[config.mk]
export PLATFORM = sky130hd
export DESIGN_NAME = arp_cache_fifo_replace
export DESIGN_NICKNAME = d
export VERILOG_FILES = /design/src/rtl/arpc_pkg.sv /design/src/rtl/arpc_ram.sv /design/src/rtl/arpc_engine.sv /design/src/rtl/arp_cache_fifo_replace.sv
export SDC_FILE = /design/constraint.sdc
export NUM_CORES = 1
export LEC_CHECK = 0
export ABC_AREA = 1
export BUFFER_PORTS_ARGS = -buffer_cell sky130_fd_sc_hd__clkbuf_2
export CORE_MARGIN = 3
export CORE_UTILIZATION = 35
export CTS_BUF_LIST = sky130_fd_sc_hd__clkbuf_8
export DETAILED_ROUTE_END_ITERATION = 12
export GPL_TIMING_DRIVEN = 0
export MAX_ROUTING_LAYER = met4
export PLACE_DENSITY = 0.48
export SETUP_SLACK_MARGIN = 0.5
export SYNTH_ARGS = -nofsm -noshare
export SYNTH_HDL_FRONTEND = slang
export SYNTH_HIERARCHICAL = 1
export SYNTH_SLANG_ARGS = --single-unit
[constraint.sdc]
create_clock -name i_clk -period 15.8 [get_ports i_clk]
set_clock_uncertainty 0.15 [all_clocks]
set_input_delay 3.16 -clock i_clk [delete_from_list [all_inputs] [get_ports i_clk]]
set_output_delay 3.16 -clock i_clk [all_outputs]
set_load 0.02 [all_outputs]
[src/rtl/arpc_pkg.sv]
// shared constants, types and helpers for the arp cache
package arpc_pkg;

    localparam int ENTRIES = 16;
    localparam int IDX_W   = $clog2(ENTRIES);
    localparam int CNT_W   = IDX_W + 1;
    localparam int IP_W    = 32;
    localparam int MAC_W   = 48;
    localparam int SLOT_W  = 4;
    localparam int CMD_W   = 2;
    localparam int ENTRY_W = IP_W + MAC_W;

    localparam int IN_TDATA_W  = 80;
    localparam int IN_TUSER_W  = CMD_W;
    localparam int OUT_FIELD_W = 1 + MAC_W + SLOT_W + 1;
    localparam int OUT_TDATA_W = 56;
    localparam int OUT_PAD_W   = OUT_TDATA_W - OUT_FIELD_W;

    typedef enum logic [CMD_W-1:0] {
        CMD_LOOKUP = 2'd0,
        CMD_ADD    = 2'd1,
        CMD_DELETE = 2'd2,
        CMD_CLEAR  = 2'd3
    } t_cmd;

    typedef struct packed {
        t_cmd             cmd;
        logic [IP_W-1:0]  ip;
        logic [MAC_W-1:0] mac;
    } t_req;

    typedef struct packed {
        logic              hit;
        logic [MAC_W-1:0]  mac;
        logic [SLOT_W-1:0] slot;
        logic              evicted;
    } t_res;

    typedef struct packed {
        logic start;
        logic res_ready;
    } t_eng_ctl;

    typedef struct packed {
        logic idle;
        logic done;
    } t_eng_stat;

    function automatic logic [SLOT_W-1:0] to_slot(input logic [IDX_W-1:0] idx);
        logic [IDX_W+SLOT_W-1:0] ext;
        ext = (IDX_W + SLOT_W)'(idx);
        return ext[SLOT_W-1:0];
    endfunction

endpackage

[src/rtl/arpc_ram.sv]
// generic single-port-write ram with registered read
module arpc_ram #(
    parameter int WIDTH = 8,
    parameter int DEPTH = 16
) (
    input  logic                     i_clk,
    input  logic                     i_we,
    input  logic [$clog2(DEPTH)-1:0] i_waddr,
    input  logic [WIDTH-1:0]         i_wdata,
    input  logic [$clog2(DEPTH)-1:0] i_raddr,
    output logic [WIDTH-1:0]         o_rdata
);

    logic [WIDTH-1:0] r_mem [DEPTH];
    logic [WIDTH-1:0] r_rdata;

    always_ff @(posedge i_clk) begin
        if (i_we) begin
            r_mem[i_waddr] <= i_wdata;
        end
        r_rdata <= r_mem[i_raddr];
    end

    assign o_rdata = r_rdata;

endmodule

[src/rtl/arpc_engine.sv]
// scan and write-back sequencer over the cache entry memory
module arpc_engine (
    input  logic                i_clk,
    input  logic                i_rst_n,
    input  arpc_pkg::t_eng_ctl  i_ctl,
    input  arpc_pkg::t_req      i_req,
    output arpc_pkg::t_eng_stat o_stat,
    output arpc_pkg::t_res      o_res
);

    typedef enum logic [3:0] {
        ST_IDLE  = 4'b0001,
        ST_SCAN  = 4'b0010,
        ST_WRITE = 4'b0100,
        ST_DONE  = 4'b1000
    } t_state;

    localparam logic [arpc_pkg::CNT_W-1:0] CNT_END = arpc_pkg::CNT_W'(arpc_pkg::ENTRIES);
    localparam logic [arpc_pkg::IDX_W-1:0] IDX_LAST =
        arpc_pkg::IDX_W'(arpc_pkg::ENTRIES - 1);

    t_state                             r_state, n_state;
    logic [arpc_pkg::CNT_W-1:0]         r_cnt, n_cnt;
    logic                               r_chk, n_chk;
    logic [arpc_pkg::ENTRIES-1:0]       r_valid, n_valid;
    logic [arpc_pkg::IDX_W-1:0]         r_ptr, n_ptr;
    logic                               r_found, n_found;
    logic                               r_empty, n_empty;

    arpc_pkg::t_req                     r_req, n_req;
    logic [arpc_pkg::IDX_W-1:0]         r_chk_idx, n_chk_idx;
    logic [arpc_pkg::IDX_W-1:0]         r_idx, n_idx;
    logic [arpc_pkg::IDX_W-1:0]         r_empty_idx, n_empty_idx;
    logic [arpc_pkg::MAC_W-1:0]         r_hit_mac, n_hit_mac;
    arpc_pkg::t_res                     r_res, n_res;

    logic                               ram_we;
    logic [arpc_pkg::IDX_W-1:0]         ram_waddr;
    logic [arpc_pkg::ENTRY_W-1:0]       ram_wdata;
    logic [arpc_pkg::ENTRY_W-1:0]       ram_rdata;
    logic [arpc_pkg::IP_W-1:0]          rd_ip;
    logic [arpc_pkg::MAC_W-1:0]         rd_mac;
    logic                               match;

    arpc_ram #(
        .WIDTH (arpc_pkg::ENTRY_W),
        .DEPTH (arpc_pkg::ENTRIES)
    ) u_ram (
        .i_clk   (i_clk),
        .i_we    (ram_we),
        .i_waddr (ram_waddr),
        .i_wdata (ram_wdata),
        .i_raddr (r_cnt[arpc_pkg::IDX_W-1:0]),
        .o_rdata (ram_rdata)
    );

    assign rd_ip  = ram_rdata[arpc_pkg::IP_W-1:0];
    assign rd_mac = ram_rdata[arpc_pkg::ENTRY_W-1:arpc_pkg::IP_W];
    assign match  = r_chk && r_valid[r_chk_idx] && (rd_ip == r_req.ip);

    always_comb begin
        n_state     = r_state;
        n_cnt       = r_cnt;
        n_chk       = r_chk;
        n_valid     = r_valid;
        n_ptr       = r_ptr;
        n_found     = r_found;
        n_empty     = r_empty;
        n_req       = r_req;
        n_chk_idx   = r_chk_idx;
        n_idx       = r_idx;
        n_empty_idx = r_empty_idx;
        n_hit_mac   = r_hit_mac;
        n_res       = r_res;
        ram_we      = 1'b0;
        ram_waddr   = r_idx;
        ram_wdata   = {r_req.mac, r_req.ip};

        case (r_state)
            ST_IDLE: begin
                if (i_ctl.start) begin
                    n_req   = i_req;
                    n_cnt   = '0;
                    n_chk   = 1'b0;
                    n_found = 1'b0;
                    n_empty = 1'b0;
                    if (i_req.cmd == arpc_pkg::CMD_CLEAR) begin
                        n_valid = '0;
                        n_ptr   = '0;
                        n_res   = '0;
                        n_state = ST_DONE;
                    end else begin
                        n_state = ST_SCAN;
                    end
                end
            end
            ST_SCAN: begin
                n_chk     = (r_cnt < CNT_END);
                n_chk_idx = r_cnt[arpc_pkg::IDX_W-1:0];
                if (r_cnt < CNT_END) begin
                    n_cnt = r_cnt + arpc_pkg::CNT_W'(1);
                end
                if (match && !r_found) begin
                    n_found   = 1'b1;
                    n_idx     = r_chk_idx;
                    n_hit_mac = rd_mac;
                end
                if (match && r_req.cmd == arpc_pkg::CMD_DELETE) begin
                    n_valid[r_chk_idx] = 1'b0;
                end
                if (r_chk && !r_valid[r_chk_idx]) begin
                    n_empty     = 1'b1;
                    n_empty_idx = r_chk_idx;
                end
                if (r_cnt == CNT_END) begin
                    n_state = ST_WRITE;
                end
            end
            ST_WRITE: begin
                n_state = ST_DONE;
                n_res   = '0;
                case (r_req.cmd)
                    arpc_pkg::CMD_LOOKUP: begin
                        if (r_found) begin
                            n_res.hit  = 1'b1;
                            n_res.mac  = r_hit_mac;
                            n_res.slot = arpc_pkg::to_slot(r_idx);
                        end
                    end
                    arpc_pkg::CMD_ADD: begin
                        ram_we = 1'b1;
                        if (r_found) begin
                            ram_waddr  = r_idx;
                            n_res.hit  = 1'b1;
                            n_res.slot = arpc_pkg::to_slot(r_idx);
                        end else if (r_empty) begin
                            ram_waddr            = r_empty_idx;
                            n_valid[r_empty_idx] = 1'b1;
                            n_res.slot           = arpc_pkg::to_slot(r_empty_idx);
                        end else begin
                            ram_waddr      = r_ptr;
                            n_valid[r_ptr] = 1'b1;
                            n_res.slot     = arpc_pkg::to_slot(r_ptr);
                            n_res.evicted  = 1'b1;
                            n_ptr = (r_ptr == IDX_LAST) ? '0
                                                        : r_ptr + arpc_pkg::IDX_W'(1);
                        end
                    end
                    arpc_pkg::CMD_DELETE: begin
                        if (r_found) begin
                            n_res.hit  = 1'b1;
                            n_res.slot = arpc_pkg::to_slot(r_idx);
                        end
                    end
                    default: begin
                    end
                endcase
            end
            ST_DONE: begin
                if (i_ctl.res_ready) begin
                    n_state = ST_IDLE;
                end
            end
            default: begin
                n_state = ST_IDLE;
            end
        endcase
    end

    always_ff @(posedge i_clk) begin
        if (!i_rst_n) begin
            r_state <= ST_IDLE;
            r_cnt   <= '0;
            r_chk   <= 1'b0;
            r_valid <= '0;
            r_ptr   <= '0;
            r_found <= 1'b0;
            r_empty <= 1'b0;
        end else begin
            r_state <= n_state;
            r_cnt   <= n_cnt;
            r_chk   <= n_chk;
            r_valid <= n_valid;
            r_ptr   <= n_ptr;
            r_found <= n_found;
            r_empty <= n_empty;
        end
    end

    always_ff @(posedge i_clk) begin
        r_req       <= n_req;
        r_chk_idx   <= n_chk_idx;
        r_idx       <= n_idx;
        r_empty_idx <= n_empty_idx;
        r_hit_mac   <= n_hit_mac;
        r_res       <= n_res;
    end

    assign o_stat.idle = (r_state == ST_IDLE);
    assign o_stat.done = (r_state == ST_DONE);
    assign o_res       = r_res;

    a_we_in_write: assert property (@(posedge i_clk) disable iff (!i_rst_n)
        ram_we |-> (r_state == ST_WRITE))
        else $error("entry memory written outside write-back");

    a_clear_wipes: assert property (@(posedge i_clk) disable iff (!i_rst_n)
        (r_state == ST_IDLE && i_ctl.start && i_req.cmd == arpc_pkg::CMD_CLEAR)
        |=> (r_valid == '0 && r_ptr == '0))
        else $error("clear left valid entries or pointer");

    a_scan_ends: assert property (@(posedge i_clk) disable iff (!i_rst_n)
        (r_state == ST_SCAN && r_cnt == CNT_END) |=> (r_state == ST_WRITE))
        else $error("scan did not end in write-back");

    a_evict_full: assert property (@(posedge i_clk) disable iff (!i_rst_n)
        (r_state == ST_WRITE && r_req.cmd == arpc_pkg::CMD_ADD && !r_found && !r_empty)
        |-> (r_valid == '1))
        else $error("eviction with an empty slot present");

    a_evict_no_hit: assert property (@(posedge i_clk) disable iff (!i_rst_n)
        (r_state == ST_DONE && r_res.evicted) |-> !r_res.hit)
        else $error("result marks both hit and evicted");

endmodule

[src/rtl/arp_cache_fifo_replace.sv]
// arp cache top level: stream ports, output register and scan engine
//
// channel   dir  transaction fields
// s_axis    in   tuser: command[1:0]; tdata: ip_address[31:0], mac_address[79:32]
// m_axis    out  tdata: hit[0], mac_result[48:1], slot[52:49], evicted[53]
//
// lookup, add and delete scan all entries, one entry memory read per cycle,
// and a new request is accepted only once the engine is back in idle
// clear skips the scan; results wait in an output register
// a stalled output holds the engine in its done state and blocks input
// reset clears all valid bits and the replacement pointer at once
module arp_cache_fifo_replace (
    input  logic                             i_clk,
    input  logic                             i_rst_n,
    input  logic                             s_axis_tvalid,
    output logic                             s_axis_tready,
    input  logic [arpc_pkg::IN_TDATA_W-1:0]  s_axis_tdata,  // ip_address, mac_address
    input  logic [arpc_pkg::IN_TUSER_W-1:0]  s_axis_tuser,  // command
    output logic                             m_axis_tvalid,
    input  logic                             m_axis_tready,
    output logic [arpc_pkg::OUT_TDATA_W-1:0] m_axis_tdata   // hit, mac_result, slot, evicted
);

    arpc_pkg::t_eng_ctl  eng_ctl;
    arpc_pkg::t_eng_stat eng_stat;
    arpc_pkg::t_req      eng_req;
    arpc_pkg::t_res      eng_res;

    logic                r_out_valid, n_out_valid;
    arpc_pkg::t_res      r_out, n_out;
    logic                res_ready;

    assign res_ready         = !r_out_valid || m_axis_tready;
    assign s_axis_tready     = eng_stat.idle;
    assign eng_ctl.start     = s_axis_tvalid && eng_stat.idle;
    assign eng_ctl.res_ready = res_ready;

    assign eng_req.cmd = arpc_pkg::t_cmd'(s_axis_tuser);
    assign eng_req.ip  = s_axis_tdata[arpc_pkg::IP_W-1:0];
    assign eng_req.mac = s_axis_tdata[arpc_pkg::ENTRY_W-1:arpc_pkg::IP_W];

    arpc_engine u_engine (
        .i_clk   (i_clk),
        .i_rst_n (i_rst_n),
        .i_ctl   (eng_ctl),
        .i_req   (eng_req),
        .o_stat  (eng_stat),
        .o_res   (eng_res)
    );

    always_comb begin
        n_out_valid = r_out_valid && !m_axis_tready;
        n_out       = r_out;
        if (eng_stat.done && res_ready) begin
            n_out_valid = 1'b1;
            n_out       = eng_res;
        end
    end

    always_ff @(posedge i_clk) begin
        if (!i_rst_n) begin
            r_out_valid <= 1'b0;
        end else begin
            r_out_valid <= n_out_valid;
        end
    end

    always_ff @(posedge i_clk) begin
        r_out <= n_out;
    end

    assign m_axis_tvalid = r_out_valid;
    assign m_axis_tdata  = {{arpc_pkg::OUT_PAD_W{1'b0}}, r_out.evicted, r_out.slot,
                            r_out.mac, r_out.hit};

endmodule
==> results.py, run 1 <==
metrics = {
    "outcome": {
        "status": "finished clean",
    },
    "worst_hold_path": {
        "min_from": "u_engine/u_ram/o_rdata[62]$_DFF_P_",
        "min_to": "u_engine/r_hit_mac[30]$_DFFE_PP_",
        "min_path_cells": 0,
        "hold_class": "flop to flop",
    },
    "setup_path": {
        "critical_path_class": "flop to primary output",
        "worstPathCellList": "nor2_1 -> nand3_2 -> inv_1 -> clkbuf_2",
        "reg2reg_to": "u_engine/r_hit_mac[36]$_DFFE_PP_",
        "crit_fanout": 6,
        "rr_worst_depth": 14,
        "reg2reg_from": "u_engine/r_req[48]$_DFFE_PP_",
        "end_kind": "primary output",
        "cp_slowest_cell": "dfxtp_1",
        "slowest_delay_ps": 330,
        "crit_arrival_ps": 2020,
        "rrSetupSlack_ps": 11390,
        "start_kind": "flop",
        "critPathRequiredTime_ps": 12490,
    },
    "route": {
        "drt-initial-drc-count": 4043,
        "vias_per_cell": 4.72,
        "drc": 0,
        "antenna_left": 0,
        "wire_per_inst_microns": 21.0,
        "routed_wl_microns": 200000,
        "dr_total_vias": 44900,
        "first_pass_iters": 6,
    },
    "timing": {
        "worstMarginPinSlew_ps": 1270,
        "tns_ps": 0,
        "hold_viol": 0,
        "period_share": 0.338,
        "rsz0062_at_grt": "no",
        "max_slew_margin": 0.154,
        "setup_viol": 0,
        "post-route-min-period_ps": 5330,
        "slew_viol_final": 0,
        "fmax_mhz": 187,
    },
    "floorplan": {
        "die_h_microns": 445,
        "initial_core_util": 0.354,
        "core_area_sq_um": 191000,
        "row_count": 160,
        "die_w_microns": 445,
        "io_pins": 144,
        "fp.dieArea_sq_um": 198000,
    },
    "yosys": {
        "ys_types": 40,
        "synth_seq_area_share": 0.713,
        "synth_edf_count": 1530,
        "syn_inst": 6239,
        "synthArstFlopShare": 0,
        "synthFlopType": "edfxtp_1",
        "syn-cell-area_sq_um": 67600,
        "yosysWarnings": 6,
        "yosys_register_bits": 1643,
        "syn_avg_cell_area_sq_um": 10.8,
    },
    "cts": {
        "htree_levels": 5,
        "clk_latency_ps": 1040,
        "holdBufCountCts": 0,
        "cts-root-buf": "clkbuf_8",
        "clkTransAtPathRegs_ps": 60,
        "cts_resized": 0,
        "cts_tree": "yes",
        "cts_buffers": 310,
        "clockBufferDepth": 4,
        "cts.sinks": 1643,
        "post-cts-setup-buffers": 0,
    },
    "run": {
        "maxCapViolations": 0,
    },
    "cells_and_area": {
        "stdcell_count": 9497,
        "seqCellArea_sq_um": 48200,
        "multi_input_area_sq_um": 13800,
        "fin_nets": 6863,
        "drive_gt1_frac": 0.121,
        "area.growth.synth_to_final_pct": 16.0,
        "fin_area_sq_um": 78400,
        "fillers": 18500,
    },
    "grt": {
        "grt_antenna_before_repair": 8,
        "grt_max_degree": 30,
        "gr-total-overflow": 0,
        "track_usage": 0.205,
        "grt_pass1_wl_microns": 290000,
        "grt_pass1_vias": 42700,
    },
    "power": {
        "comb_power_share": 0.208,
        "power.share.sequential": 0.487,
        "intPower_mw": 8.04,
        "power_density_nw_per_um2": 153,
        "p_clk_frac": 0.305,
        "irDropWorstVdd_v": 0.0000874,
        "p_sw_frac": 0.331,
        "power_leakage_nw": 33.1,
        "power_mw": 12.0,
        "switchingPower_mw": 3.97,
    },
    "placement": {
        "place.gp.congestion": 0.854,
        "dpl_cell_area_sq_um": 73000,
        "numPortBuffers": 141,
        "hpwl_microns": 131000,
        "placed_cells_incl_taps": 8966,
    },
}
-- cell type report --
| class | instances | share of cell area |
|---|---|---|
| multi-input cells | 3171 | 0.176 |
| clock buffers | 325 | 0.0571 |
| flip-flops and latches | 1643 | 0.615 |
| plain buffers | 285 | 0.0185 |
| clock inverters | 195 | 0.0109 |
| diodes | 11 | 0.000351 |
| repair buffers | 215 | 0.0271 |
| well taps | 2511 | 0.0401 |
| inverters | 1141 | 0.0546 |
-- power groups by stage --
stage	combinational, mW	sequential [mW]	clock [mW]
floorplan	1.45	5.76	0
global placement	2.44	6.00	0
detailed placement	2.51	5.96	0
CTS	2.52	5.87	3.80
global route	2.74	5.92	4.01
finish	2.50	5.85	3.66
-- layer usage --
metal	track usage	up-vias	wire length [microns]
li1	-	21400	-
met1	0.272	21600	87500
met2	0.315	1542	92000
met3	0.0418	323	14200
met4	0.0710	0	6000
met5	-	-	0
-- sequential cells by signal (all words and copies together), names as in the netlist, 5 cells and up --
name,count
u_engine/o_res,54
u_engine/r_cnt,5
u_engine/r_valid,16
u_engine/r_req,82
u_engine/r_hit_mac,48
m_axis_tdata,54
u_engine/u_ram/o_rdata,80
u_engine/u_ram/r_mem,1280
-- worst max-delay path: cells and delay by family, from the launching register on --
kind	cells	cell delay (ps)
buffers and inverters	2	360
DFF	1	330
and+or+nand+nor	2	370
-- cells in the mapped netlist, types with 13 or more instances --
library cell  count  area (sq um)
a21oi_1          16          80.1
buf_1            13          48.8
buf_2           187           936
buf_4            29           218
clkbuf_1         50           188
dfxtp_1         113          2260
edfxtp_1       1530         45900
inv_1          1134          4260
nand2_1        1853          6960
nand3_1         976          4880
nor2_1          143           537
nor3_1           13          65.1
o21ai_0          77           385
-- cells in the final DEF, fill, tap and decap left out, drive strengths merged --
cell type | synthesis | routed
conb | 1 | 2
nand3b | 6 | 6
nand2 | 1862 | 1862
dfxtp | 113 | 113
bufinv | 0 | 3
o21ai | 80 | 80
nor3b | 1 | 1
inv | 1141 | 1257
clkbuf | 52 | 518
buf | 233 | 307
clkinv | 0 | 69
or2 | 7 | 7
a22o | 1 | 1
clkinvlp | 0 | 7
o2111ai | 2 | 2
o22ai | 2 | 2
a32o | 9 | 9
ha | 10 | 10
edfxtp | 1530 | 1530
xor2 | 2 | 2
nand4 | 7 | 7
nor3 | 14 | 14
diode | 0 | 11
xnor2 | 10 | 10
a31oi | 4 | 4
a21oi | 17 | 17
nor4 | 5 | 5
nand3 | 979 | 979
a211oi | 2 | 2
nor2 | 149 | 149
-- kinds of logic after synthesis --
| group | after synthesis | share of synthesized area |
|---|---|---|
| buffers and inverters | 1426 | 0.0847 |
| and+or+nand+nor | 3030 | 0.189 |
| DFF | 1643 | 0.713 |
| adders and majority gates | 10 | 0.00185 |
| xor gates and xnor gates | 12 | 0.00155 |
| AOI/OAI and AO/OA | 117 | 0.00974 |
| other | 1 | 0.0000555 |
-- stage by stage --
stage	utilization	hold WS (ps)	setup WS, ps
4_1_cts	0.410	228	10300
3_3_place_gp	0.374	236	2010
3_5_place_dp	0.382	239	10570
2_1_floorplan	-	236	7610
5_1_grt	0.410	237	10270
6_report	0.410	236	10470
-- worst max-delay path by stage --
| stage | start | depth (start not counted) | endpoint | slack (ps) |
|---|---|---|---|---|
| floorplan | s_axis_tvalid | 9 | u_engine/r_cnt[3]$_SDFFE_PN0P_ | 7610 |
| global placement | u_engine/r_req[52]$_DFFE_PP_ | 5 | u_engine/r_hit_mac[36]$_DFFE_PP_ | 2010 |
| detailed placement | s_axis_tvalid | 9 | u_engine/o_res[41]$_SDFFCE_PN0P_ | 10570 |
| CTS | u_engine/r_state[2]$_SDFFE_PN0P_ | 4 | s_axis_tready | 10300 |
| global route | u_engine/r_state[2]$_SDFFE_PN0P_ | 4 | s_axis_tready | 10270 |
| finish | u_engine/r_state[2]$_SDFFE_PN0P_ | 4 | s_axis_tready | 10470 |
(Power assumes the default switching activity.)
==> run 2: changes to the inputs <==
--- a/config.mk
+++ b/config.mk
@@ -5,7 +5,7 @@
 export SDC_FILE = /design/constraint.sdc
 export NUM_CORES = 1
 export LEC_CHECK = 0
-export ABC_AREA = 1
+export ABC_AREA = 0
 export BUFFER_PORTS_ARGS = -buffer_cell sky130_fd_sc_hd__clkbuf_2
 export CORE_MARGIN = 3
 export CORE_UTILIZATION = 35
==> constraint.sdc (replaced) <==
create_clock -name i_clk -period 5.1 [get_ports i_clk]
set_clock_uncertainty 0.15 [all_clocks]
set_input_delay 1.02 -clock i_clk [delete_from_list [all_inputs] [get_ports i_clk]]
set_output_delay 1.02 -clock i_clk [all_outputs]
set_load 0.02 [all_outputs]
==> run 2 against run 1 <==
  * Die area decreased by 11%
  * First-iteration DRC count down 36%
  * Combinational power fell by 43%
  * Global-route usage shrank 2.9 points
  * Flip-flop and latch count unchanged
  * Power is 140% higher
  * Sequential share of layout area up 6.5 points
  * Design area fell by 9.5%
  * Clock-buffer cell count fell by 5
  * Setup slack lost 9600 ps
  * Critical path type is now flop to flop
  * Critical endpoint is now u_engine/u_ram/r_mem[0][60]$_DFFE_PP_
==> results.py, run 2 <==
metrics = {
    "route": {
        "drc": 0,
        "first_pass_iters": 7,
        "routed_wl_microns": 150000,
        "antenna_left": 0,
        "drt-initial-drc-count": 2586,
        "vias_per_cell": 5.13,
        "dr_total_vias": 29100,
        "wire_per_inst_microns": 26.5,
    },
    "setup_path": {
        "critical_path_class": "flop to flop",
        "reg2reg_from": "u_engine/r_empty$_SDFFE_PN0P_",
        "reg2reg_to": "u_engine/u_ram/r_mem[0][60]$_DFFE_PP_",
        "rr_worst_depth": 11,
        "critPathRequiredTime_ps": 5600,
        "cp-startpoint": "u_engine/r_empty$_SDFFE_PN0P_",
        "crit_fanout": 13,
        "slowest_delay_ps": 820,
        "start_kind": "flop",
        "cp_slowest_cell": "nor3_4",
        "rrSetupSlack_ps": 820,
        "crit_arrival_ps": 4770,
        "critPathMostFrequentCell": "buf_16",
        "critPathCapture": "u_engine/u_ram/r_mem[0][60]$_DFFE_PP_",
        "end_kind": "flop",
        "worstPathCellList": "clkbuf_1 -> mux2i_1 -> nor2_1 -> a21oi_1 -> o21ai_0 -> or3b_2 -> nor3_4 -> buf_16 -> buf_16 -> buf_16 -> buf_16",
    },
    "timing": {
        "setup_viol": 0,
        "period_share": 0.838,
        "worstMarginPinSlew_ps": 1330,
        "rsz0062_at_grt": "no",
        "hold_viol": 0,
        "slew_viol_final": 0,
        "post-route-min-period_ps": 4280,
        "fmax_mhz": 234,
        "tns_ps": 0,
        "max_slew_margin": 0.105,
    },
    "yosys": {
        "syn-cell-area_sq_um": 59900,
        "yosys_register_bits": 1643,
        "yosysWarnings": 6,
        "synthFlopType": "edfxtp_1",
        "synth.most_common_cell": "edfxtp_1",
        "synth_edf_count": 1530,
        "synth.top_cell.area_share": 0.767,
        "synth_top_cells_by_area": "edfxtp_1 (77%), mux4_2 (12%), dfxtp_1 (3.8%)",
        "syn_inst": 2689,
        "yosysTopAreaCell": "edfxtp_1",
        "synthArstFlopShare": 0,
        "ys_types": 56,
        "synth_common_cells": "edfxtp_1 (1,530), mux4_2 (321), a22oi_1 (168)",
        "synth_seq_area_share": 0.805,
        "syn_avg_cell_area_sq_um": 22.3,
    },
    "outcome": {
        "status": "finished clean",
    },
    "power": {
        "irDropWorstVdd_v": 0.000226,
        "power_density_nw_per_um2": 414,
        "power_leakage_nw": 22.7,
    },
    "cts": {
        "clockBufferDepth": 4,
        "htree_levels": 5,
        "cts.sinks": 1643,
        "cts_tree": "yes",
        "cts-root-buf": "clkbuf_8",
        "cts_buffers": 294,
        "clk_latency_ps": 970,
        "clkTransAtPathRegs_ps": 50,
    },
    "cells_and_area": {
        "layout_commonest_cell": "edfxtp_1",
        "stdcell_count": 5668,
        "regMostFlops": "u_engine/u_ram/r_mem",
        "largest_register_ffs": 1280,
        "area.growth.synth_to_final_pct": 18.4,
        "drive_gt1_frac": 0.285,
        "multi_input_area_sq_um": 11100,
        "fin_nets": 3340,
        "seqCellArea_sq_um": 48200,
        "mostFrequentLayoutCells": "edfxtp_1 (1,530), mux4_2 (321), clkbuf_8 (320)",
        "fillers": 14700,
    },
    "floorplan": {
        "initial_core_util": 0.353,
        "fp.dieArea_sq_um": 176000,
        "core_area_sq_um": 170000,
        "die_h_microns": 420,
        "row_count": 151,
        "io_pins": 144,
        "die_w_microns": 420,
    },
    "worst_hold_path": {
        "hold_class": "input port to flop",
    },
    "grt": {
        "grt_pass1_vias": 30700,
        "gr-total-overflow": 0,
        "grt_antenna_before_repair": 7,
        "grtUsageMet1": 0.233,
        "top_usage_layer": "met2",
        "use_met3": 0.0333,
        "met2_usage": 0.277,
        "grt_max_degree": 55,
        "track_usage": 0.176,
        "grt_pass1_wl_microns": 215000,
    },
    "run": {
        "maxCapViolations": 0,
    },
    "placement": {
        "place.gp.congestion": 0.736,
        "hpwl_microns": 96100,
        "placed_cells_incl_taps": 5135,
        "numPortBuffers": 141,
    },
}
run 2: critical path: cells and delay by family, from the launching register on:
kind,cells,cell delay (ps)
AOI/OAI and AO/OA,2,400
buffers and inverters,5,1190
DFF,1,440
muxes,1,260
and+or+nand+nor,3,1520
run 2: per-stage QoR:
stage / instance area (sq um) / setup slack (ps) / utilization / power, mW / hold slack, ps
6_report: 70900 / 824 / 0.418 / 29.3 / 101
2_1_floorplan: 60000 / -231 / - / 17.8 / 236
3_5_place_dp: 65400 / 40.9 / 0.385 / 18.7 / 239
3_3_place_gp: 63500 / -5180 / 0.374 / 18.6 / 237
4_1_cts: 70900 / 508 / 0.418 / 29.8 / 0.334
5_1_grt: 70900 / 588 / 0.418 / 30.6 / 20.0
run 2: logic make-up (layout without fill, tap and decap cells):
| kind of cell | count (synthesis) | after routing | synth area share |
|---|---|---|---|
| flip-flops | 1643 | 1643 | 0.805 |
| multiplexers | 330 | 330 | 0.123 |
| AND/OR/NAND/NOR | 267 | 267 | 0.0227 |
| AO/OA/AOI/OAI | 262 | 262 | 0.0304 |
| buffers and inverters | 142 | 895 | 0.0117 |
| XOR/XNOR | 34 | 34 | 0.00497 |
| adder cells (fa/ha/maj) | 10 | 10 | 0.00209 |
| other | 1 | 9 | 0.0000626 |
run 2: routing by layer:
| layer | vias to the layer above | wire length (microns) |
|---|---|---|
| met5 | - | 0 |
| li1 | 12400 | - |
| met1 | 15300 | 63800 |
| met3 | 292 | 9370 |
| met4 | 0 | 4050 |
| met2 | 1068 | 72800 |
run 2: timing repair:
action / in CTS / in global routing
buffers inserted: 0 / 2
pin swaps: 0 / 2
hold buffers: 29 / 0
setup endpoints to repair: 420 / 71
hold endpoints to repair: 29 / 0
gates resized for setup: 1 / 2
run 2: worst min-delay path by stage:
stage / startpoint / to / slack (ps) / cells past startpoint
5_1_grt: s_axis_tdata[10] / u_engine/r_req[58]$_DFFE_PP_ / 20 / 1
3_5_place_dp: u_engine/u_ram/o_rdata[43]$_DFF_P_ / u_engine/r_hit_mac[11]$_DFFE_PP_ / 240 / 0
6_report: s_axis_tdata[55] / u_engine/r_req[23]$_DFFE_PP_ / 100 / 1
3_3_place_gp: u_engine/u_ram/o_rdata[36]$_DFF_P_ / u_engine/r_hit_mac[4]$_DFFE_PP_ / 240 / 0
4_1_cts: s_axis_tdata[15] / u_engine/r_req[63]$_DFFE_PP_ / 0.3 / 1
2_1_floorplan: u_engine/u_ram/o_rdata[32]$_DFF_P_ / u_engine/r_hit_mac[0]$_DFFE_PP_ / 240 / 0
run 2: cell type report:
| class | count | share of cell area |
|---|---|---|
| repair buffers | 258 | 0.0403 |
| well taps | 2218 | 0.0391 |
| multi-input cells | 905 | 0.157 |
| plain buffers | 128 | 0.00916 |
| diodes | 7 | 0.000247 |
| flip-flops and latches | 1643 | 0.680 |
| clock buffers | 320 | 0.0621 |
| clock inverters | 175 | 0.0112 |
| inverters | 14 | 0.000829 |
run 2: where the power goes:
| part | internal (mW) | switching (mW) | total (mW) |
|---|---|---|---|
| combinational | 0.563 | 0.858 | 1.42 |
| clock | 5.87 | 5.07 | 10.9 |
| sequential | 16.1 | 0.900 | 17.0 |
| total | 22.5 | 6.82 | 29.3 |
